`config.mk`:
```
export PLATFORM = sky130hd
export DESIGN_NAME = indexed_sequence_store_core
export DESIGN_NICKNAME = d
export VERILOG_FILES = /design/src/iss_pkg.sv /design/src/iss_cell.sv /design/src/indexed_sequence_store_core.sv
export SDC_FILE = /design/constraint.sdc
export NUM_CORES = 2
export LEC_CHECK = 0
export ABC_AREA = 0
export BUFFER_PORTS_ARGS = -buffer_cell sky130_fd_sc_hd__buf_2
export CORE_ASPECT_RATIO = 1.75
export CORE_MARGIN = 3
export CORE_UTILIZATION = 36
export CTS_CLUSTER_DIAMETER = 150
export DETAILED_ROUTE_END_ITERATION = 8
export GPL_TIMING_DRIVEN = 0
export HOLD_SLACK_MARGIN = 0.05
export PLACE_DENSITY = 0.6
export SETUP_SLACK_MARGIN = 0.1
export SYNTH_ARGS = -nofsm -noshare
export SYNTH_HDL_FRONTEND = slang
export SYNTH_SLANG_ARGS = --single-unit
```
`constraint.sdc`:
```
create_clock -name clk_i -period 6.8 [get_ports clk_i]
set_clock_uncertainty 0.05 [all_clocks]
set_input_delay 2.04 -clock clk_i [delete_from_list [all_inputs] [get_ports clk_i]]
set_output_delay 2.04 -clock clk_i [all_outputs]
set_load 0.01 [all_outputs]
```
`src/iss_pkg.sv`:
```
package iss_pkg;

  localparam int unsigned CAPACITY = 16;
  localparam int unsigned IDX_W    = $clog2(CAPACITY);
  localparam int unsigned CNT_W    = $clog2(CAPACITY + 1);
  localparam int unsigned POS_W    = 5;
  localparam int unsigned DATA_W   = 32;
  localparam int unsigned CMP_W    = (CNT_W > POS_W) ? CNT_W : POS_W;

  typedef enum logic [2:0] {
    REQ_PUSH_FRONT = 3'd0,
    REQ_PUSH_BACK  = 3'd1,
    REQ_INSERT     = 3'd2,
    REQ_POP_FRONT  = 3'd3,
    REQ_POP_BACK   = 3'd4,
    REQ_REMOVE     = 3'd5,
    REQ_READ       = 3'd6,
    REQ_SEARCH     = 3'd7
  } req_e;

  typedef enum logic [1:0] {
    ST_OK    = 2'd0,
    ST_RANGE = 2'd1,
    ST_EMPTY = 2'd2,
    ST_FULL  = 2'd3
  } status_e;

  // per-cell move
  typedef enum logic [1:0] {
    CELL_HOLD      = 2'd0,
    CELL_FROM_PREV = 2'd1,
    CELL_FROM_NEXT = 2'd2,
    CELL_LOAD      = 2'd3
  } cell_op_e;

  typedef struct packed {
    req_e                      req_type;
    logic [POS_W-1:0]          position;
    logic signed [DATA_W-1:0]  value;
  } req_t;

  typedef struct packed {
    status_e                   status;
    logic signed [DATA_W-1:0]  read_value;
    logic                      found;
    logic [IDX_W-1:0]          found_position;
    logic [CNT_W-1:0]          count;
  } rsp_t;

endpackage

```
`src/iss_cell.sv`:
```
module iss_cell
  import iss_pkg::*;
(
  input  logic              clk_i,
  input  cell_op_e          op_i,
  input  logic [DATA_W-1:0] prev_i,
  input  logic [DATA_W-1:0] next_i,
  input  logic [DATA_W-1:0] load_i,
  input  logic [DATA_W-1:0] key_i,
  output logic [DATA_W-1:0] data_o,
  output logic              match_o
);

  logic [DATA_W-1:0] data_q;
  logic [DATA_W-1:0] data_d;

  always_comb begin
    unique case (op_i)
      CELL_HOLD:      data_d = data_q;
      CELL_FROM_PREV: data_d = prev_i;
      CELL_FROM_NEXT: data_d = next_i;
      CELL_LOAD:      data_d = load_i;
      default:        data_d = data_q;
    endcase
  end

  // payload only, no reset
  always_ff @(posedge clk_i) begin
    data_q <= data_d;
  end

  assign data_o  = data_q;
  assign match_o = (data_q == key_i);

endmodule

```
`src/indexed_sequence_store_core.sv`:
```
// Ordered store of up to CAPACITY signed 32-bit values, addressed by index.
// Input channel in_*: one request item (type, position, value) per accept,
// accepted when in_valid_i is high and in_stall_o is low.
// Output channel out_*: exactly one result item per request (status, read
// value, found flag and index, count after the request).
// The result is registered: it is on out_o the cycle after the accept.
// Throughput: one item per cycle while in_stall_o is low. Every request is
// done as it is accepted: all cells of the chain shift at once for insert
// and remove, and all cells compare against the key at once for search.
// Backpressure: the result sits in an output register. A new request is
// taken while that register is empty or is being drained in the same
// cycle; while out_stall_i holds a waiting result, in_stall_o is high.
// Reset (rst_ni low, asynchronous) empties the store and drops any waiting
// result. The cell contents are not cleared; only entries below the count
// are ever read.
// Failed requests (range error, empty pop, full push) change nothing.
module indexed_sequence_store_core
  import iss_pkg::*;
(
  input  logic clk_i,
  input  logic rst_ni,
  input  logic in_valid_i,
  output logic in_stall_o,
  input  req_t in_i,
  output logic out_valid_o,
  input  logic out_stall_i,
  output rsp_t out_o
);

  logic [CNT_W-1:0] occ_q, occ_d;
  logic             out_valid_q;
  rsp_t             out_q;
  rsp_t             rsp;
  logic             accept;

  // chain wiring
  logic [DATA_W-1:0] cell_data [CAPACITY];
  logic [CAPACITY-1:0] cell_match;
  cell_op_e          cell_op [CAPACITY];

  // decoded request
  logic             do_open, do_close;
  logic [IDX_W-1:0] at;
  logic [CMP_W-1:0] pos_x, occ_x;
  logic [IDX_W-1:0] pos_idx;
  logic [CAPACITY-1:0] live_hit;

  assign accept     = in_valid_i && !in_stall_o;
  assign in_stall_o = out_valid_q && out_stall_i;

  assign pos_x   = CMP_W'(in_i.position);
  assign occ_x   = CMP_W'(occ_q);
  assign pos_idx = IDX_W'(in_i.position);

  // search hits restricted to live entries
  always_comb begin
    for (int i = 0; i < CAPACITY; i++) begin
      live_hit[i] = cell_match[i] && (CNT_W'(i) < occ_q);
    end
  end

  always_comb begin
    do_open  = 1'b0;
    do_close = 1'b0;
    at       = '0;
    occ_d    = occ_q;
    rsp      = '0;
    rsp.status = ST_OK;

    unique case (in_i.req_type)
      REQ_PUSH_FRONT, REQ_PUSH_BACK: begin
        if (occ_q >= CNT_W'(CAPACITY)) begin
          rsp.status = ST_FULL;
        end else begin
          do_open = 1'b1;
          at      = (in_i.req_type == REQ_PUSH_FRONT) ? '0 : IDX_W'(occ_q);
        end
      end
      REQ_INSERT: begin
        if (pos_x > occ_x) begin
          rsp.status = ST_RANGE;
        end else if (occ_q >= CNT_W'(CAPACITY)) begin
          rsp.status = ST_FULL;
        end else begin
          do_open = 1'b1;
          at      = pos_idx;
        end
      end
      REQ_POP_FRONT, REQ_POP_BACK: begin
        if (occ_q == '0) begin
          rsp.status = ST_EMPTY;
        end else begin
          do_close = 1'b1;
          at       = (in_i.req_type == REQ_POP_FRONT) ? '0 : IDX_W'(occ_q - 1'b1);
        end
      end
      REQ_REMOVE: begin
        if (pos_x >= occ_x) begin
          rsp.status = ST_RANGE;
        end else begin
          do_close = 1'b1;
          at       = pos_idx;
        end
      end
      REQ_READ: begin
        if (pos_x >= occ_x) begin
          rsp.status = ST_RANGE;
        end else begin
          rsp.read_value = cell_data[pos_idx];
        end
      end
      REQ_SEARCH: begin
        // lowest live match wins
        for (int i = CAPACITY - 1; i >= 0; i--) begin
          if (live_hit[i]) begin
            rsp.found          = 1'b1;
            rsp.found_position = IDX_W'(i);
          end
        end
      end
      default: rsp.status = ST_OK;
    endcase

    if (do_open) begin
      occ_d = occ_q + 1'b1;
    end else if (do_close) begin
      occ_d = occ_q - 1'b1;
    end
    rsp.count = occ_d;
  end

  // per-cell moves: open shifts up above the gap, close shifts down from it
  always_comb begin
    for (int i = 0; i < CAPACITY; i++) begin
      cell_op[i] = CELL_HOLD;
      if (accept && do_open) begin
        if (IDX_W'(i) == at) begin
          cell_op[i] = CELL_LOAD;
        end else if (IDX_W'(i) > at) begin
          cell_op[i] = CELL_FROM_PREV;
        end
      end else if (accept && do_close) begin
        if (IDX_W'(i) >= at) begin
          cell_op[i] = CELL_FROM_NEXT;
        end
      end
    end
  end

  for (genvar g = 0; g < CAPACITY; g++) begin : g_cell
    logic [DATA_W-1:0] prev_w, next_w;
    if (g == 0) begin : g_first
      assign prev_w = '0;
    end else begin : g_mid
      assign prev_w = cell_data[g-1];
    end
    if (g == CAPACITY - 1) begin : g_last
      assign next_w = cell_data[g];
    end else begin : g_inner
      assign next_w = cell_data[g+1];
    end

    iss_cell u_cell (
      .clk_i   (clk_i),
      .op_i    (cell_op[g]),
      .prev_i  (prev_w),
      .next_i  (next_w),
      .load_i  (in_i.value),
      .key_i   (in_i.value),
      .data_o  (cell_data[g]),
      .match_o (cell_match[g])
    );
  end

  always_ff @(posedge clk_i or negedge rst_ni) begin
    if (!rst_ni) begin
      occ_q       <= '0;
      out_valid_q <= 1'b0;
    end else begin
      if (accept) begin
        occ_q       <= occ_d;
        out_valid_q <= 1'b1;
      end else if (!out_stall_i) begin
        out_valid_q <= 1'b0;
      end
    end
  end

  always_ff @(posedge clk_i) begin
    if (accept) begin
      out_q <= rsp;
    end
  end

  assign out_valid_o = out_valid_q;
  assign out_o       = out_q;

  // count never exceeds the number of cells
  a_occ_bound: assert property (@(posedge clk_i) disable iff (!rst_ni)
    occ_q <= CNT_W'(CAPACITY))
    else $error("occupancy above capacity");

  // reported count matches the stored count right after the request
  a_count_match: assert property (@(posedge clk_i) disable iff (!rst_ni)
    accept |=> (out_valid_q && out_q.count == occ_q))
    else $error("result count differs from occupancy");

  // a failed request leaves the count alone
  a_fail_hold: assert property (@(posedge clk_i) disable iff (!rst_ni)
    (accept && rsp.status != ST_OK) |=> (occ_q == $past(occ_q)))
    else $error("failed request changed occupancy");

  // successful open grows the count by one
  a_open_grow: assert property (@(posedge clk_i) disable iff (!rst_ni)
    (accept && do_open) |=> (occ_q == $past(occ_q) + 1'b1))
    else $error("push or insert did not grow occupancy");

  // no found index without a hit
  a_found_pos: assert property (@(posedge clk_i) disable iff (!rst_ni)
    (out_valid_q && !out_q.found) |-> (out_q.found_position == '0))
    else $error("found_position set without a match");

endmodule

```
==> run_results.csv <==
group,metric,value,unit
clock_tree,htreeDepth,2,
logic_synthesis,synth_commonest_cells,"edfxtp_1 (556), nand2_1 (419), xor2_1 (326)",
sta,fin_crit,6.685,ns
global_routing,gr-usage-met1,0.3880,
route,drt_iter0_markers,4255,
setup_path,crit_type,"register to register",
sta,rsz0062_at_grt,"yes",
clock_tree,cts_hold_buffers,0,
sta,period_share,0.9832,
global_routing,grt_pass1_vias,30840,
global_routing,gr-usage-met2,0.6546,
sta,worst_slew_pin_slew,1.660,ns
logic_synthesis,ys_ff_latch,562,
logic_synthesis,yosysWarningCount,0,
power_and_ir_drop,leakage,0.01511,uW
setup_path,crit_fanout,11,
place,gp_congestion,1.127,
finish,regArea,16850,um2
clock_tree,cts_buffer_depth,3,
global_routing,grt.busiest_layer,"met2",
status,status,"complete, but fails checks",
setup_path,worst_ep_required_time,7.19,ns
clock_tree,cts_tree,"done",
floorplan,initial_core_util,0.3633,
finish,num-nets-final,3575,
floorplan,fp.dieH,430.4,um
job,cap_violations,3,
global_routing,grt_overflow,0,
place,dpl.hpwl,180.0,mm
clock_tree,cts_setup_buffers,0,
floorplan,core_area,102000,um2
finish,syn2layout_area_growth,12.26,%
route,ant_nets,0,
logic_synthesis,synthArstFlopShare,0.01068,
sta,setup_viol,0,
sta,hold_violations,0,
setup_path,cp-start-kind,"register",
floorplan,die_w,248.5,um
finish,postLayoutCoreUtil,0.4078,
clock_tree,cts_buffers,60,
setup_path,critical_path.endpoint_type,"register",
finish,layout-drive-gt1-share,0.1332,
route,drtPass1Iterations,9,
floorplan,ioPinCount,90,
global_routing,grt_max_degree,33,
clock_tree,root_buffer,"clkbuf_16",
sta,slew_violations,13,
finish,fill_cells,10150,
route,wl,217.5,mm
logic_synthesis,ys_seq_area_frac,0.4546,
clock_tree,clk_pin_slew_worst_paths,0.06,ns
sta,setup_tns,0,ns
logic_synthesis,syn_avg_cell_area,10.96,um2
sta,slew-limit-headroom,-0.1166,
logic_synthesis,yosys.area.top_type_share,0.4506,
logic_synthesis,synthTopCellsByArea,"edfxtp_1 (45%), mux4_2 (9.7%), xor2_1 (7.7%), xnor2_1 (4.6%), nand2_1 (4.2%)",
floorplan,die_area,107000,um2
route,vias_per_cell,6.470,
clock_tree,insertion_delay,0.70,ns
logic_synthesis,synth_fp_nets,3434,
logic_synthesis,yosysTopAreaCell,"edfxtp_1",
power_and_ir_drop,power_density,319.8,nW/um2
place,portBuffers,55,
route,vias,31760,
floorplan,placementRows,155,
global_routing,grt_pass1_wl,283.0,mm
global_routing,grt_util_met3,0.07627,
logic_synthesis,yosysMostFrequentCell,"edfxtp_1",
route,wl_per_cell,44.30,um
setup_path,arrival,7.08,ns
logic_synthesis,synth_cell_type_count,76,
clock_tree,cts.sinks,562,
logic_synthesis,synthFlopType,"edfxtp_1",
logic_synthesis,synth_area,37060,um2
logic_synthesis,synth_edf_count,556,
power_and_ir_drop,ir_worst_vdd,0.2234,mV
global_routing,antenna_found_initial,14,
logic_synthesis,syn_inst,3381,
sta,max_freq,149.6,MHz
status,violations,"max-capacitance violations, max-slew violations",
global_routing,grt_usage,0.3974,
route,drc,0,
finish,multi_input_area,18650,um2
min_path,hold_class,"register to register",
registers in the layout, summed over array words and instances (netlist names):
signal                count
out_valid_o               1
out_o                    44
g_cell.u_cell.data_o    512
occ_q                     5
worst max-delay path: stages (launching register included):
cell,delay (ns)
dfrtp_1,0.52
clkbuf_1,0.80
clkinv_2,0.51
ha_1,0.46
nor2_1,0.21
a41oi_1,0.09
o21a_1,0.19
a21oi_2,0.40
nand2_2,0.31
inv_2,0.33
nand2_1,0.31
nor2_1,0.93
clkbuf_1,0.73
a22oi_1,0.15
o21ai_0,0.43
power breakdown:
| group | total, uW | internal [uW] | switching (uW) | leakage [uW] |
|---|---|---|---|---|
| clock network | 3520 | 1950 | 1580 | 0.000939 |
| logic | 4480 | 1370 | 3110 | 0.00896 |
| registers | 5300 | 4620 | 682 | 0.00521 |
per-layer routing:
metal | wire [um] | up-vias
met5 | 54 | -
met4 | 33020 | 8
met3 | 15030 | 800
met2 | 102600 | 2199
met1 | 66790 | 15800
li1 | - | 12950
per-stage QoR:
step / worst slack [ns] / cells / instance area (um2) / power, uW / hold WS, ns
2_1_floorplan: 0.6069 / 3381 / 37060 / 7375 / 0.5047
3_3_place_gp: -2.890 / 4770 / 39010 / 9466 / 0.4521
3_5_place_dp: -0.3913 / 4790 / 39520 / 9575 / 0.4848
4_1_cts: 0.3241 / 4897 / 41470 / 13050 / 0.5009
5_1_grt: 0.06628 / 4901 / 41580 / 13500 / 0.5354
6_report: 0.1145 / 4909 / 41600 / 13310 / 0.4950
worst paths after layout:
| path | startpoint | end | slack, ns | depth (start not counted) |
|---|---|---|---|---|
| setup / recovery | occ_q[4] | g_cell[12].u_cell.data_o[12] | 0.11 | 14 |
| hold / removal | out_valid_o | out_valid_o | 0.50 | 2 |
| setup reg to reg | occ_q[4] | g_cell[12].u_cell.data_o[12] | 0.11 | 14 |
| hold reg to reg | out_valid_o | out_valid_o | 0.50 | 2 |
| max in group asynchronous | rst_ni | out_valid_o | 5.40 | 1 |
| min in group asynchronous | rst_ni | occ_q[0] | 1.14 | 1 |
placed cells by master (no fill, tap or decap), types with 28 or more instances in the layout:
| cell | Yosys | routed |
|---|---|---|
| xor2_1 | 326 | 325 |
| inv_1 | 106 | 105 |
| mux4_2 | 160 | 160 |
| buf_1 | 40 | 39 |
| a21o_1 | 130 | 130 |
| a22oi_1 | 192 | 192 |
| a22o_1 | 128 | 128 |
| nor2_1 | 175 | 167 |
| nor2b_1 | 36 | 36 |
| xnor2_1 | 194 | 190 |
| nor4_1 | 89 | 86 |
| nand4_1 | 59 | 59 |
| clkbuf_1 | 226 | 239 |
| a31oi_1 | 101 | 101 |
| nand2_1 | 419 | 419 |
| buf_2 | 62 | 119 |
| mux2_2 | 28 | 28 |
| clkbuf_16 | 0 | 61 |
| edfxtp_1 | 556 | 556 |
| a222oi_1 | 32 | 32 |
| o21ai_0 | 97 | 97 |
| mux2i_1 | 32 | 32 |
cell families (layout without fill, tap and decap cells):
kind of cell               after synthesis  count (layout)  share of synthesized area
buffers and inverters                  443             629                    0.04737
muxes                                  224             224                     0.1156
adders and majority gates                9               9                   0.003039
other                                    0               8                          0
and+or+nand+nor                        857             857                     0.1058
AOI/OAI and AO/OA                      766             766                     0.1507
xor gates and xnor gates               520             520                     0.1229
DFF                                    562             562                     0.4546
layout make-up:
type	count	area share
plain buffers	332	0.03242
multi-input cells	2376	0.4482
inverters	111	0.01008
clock inverters	29	0.008302
diodes	8	0.0004812
well taps	1334	0.04012
clock buffers	78	0.03847
repair buffers	79	0.01693
flip-flops and latches	562	0.4050
timing repair:
| action | CTS | global route |
|---|---|---|
| endpoints found under the setup margin | 23 | 35 |
| endpoints found under the hold margin | 0 | 0 |
| gates resized for setup | 2 | 6 |
Power figures use the tool's default switching activity.
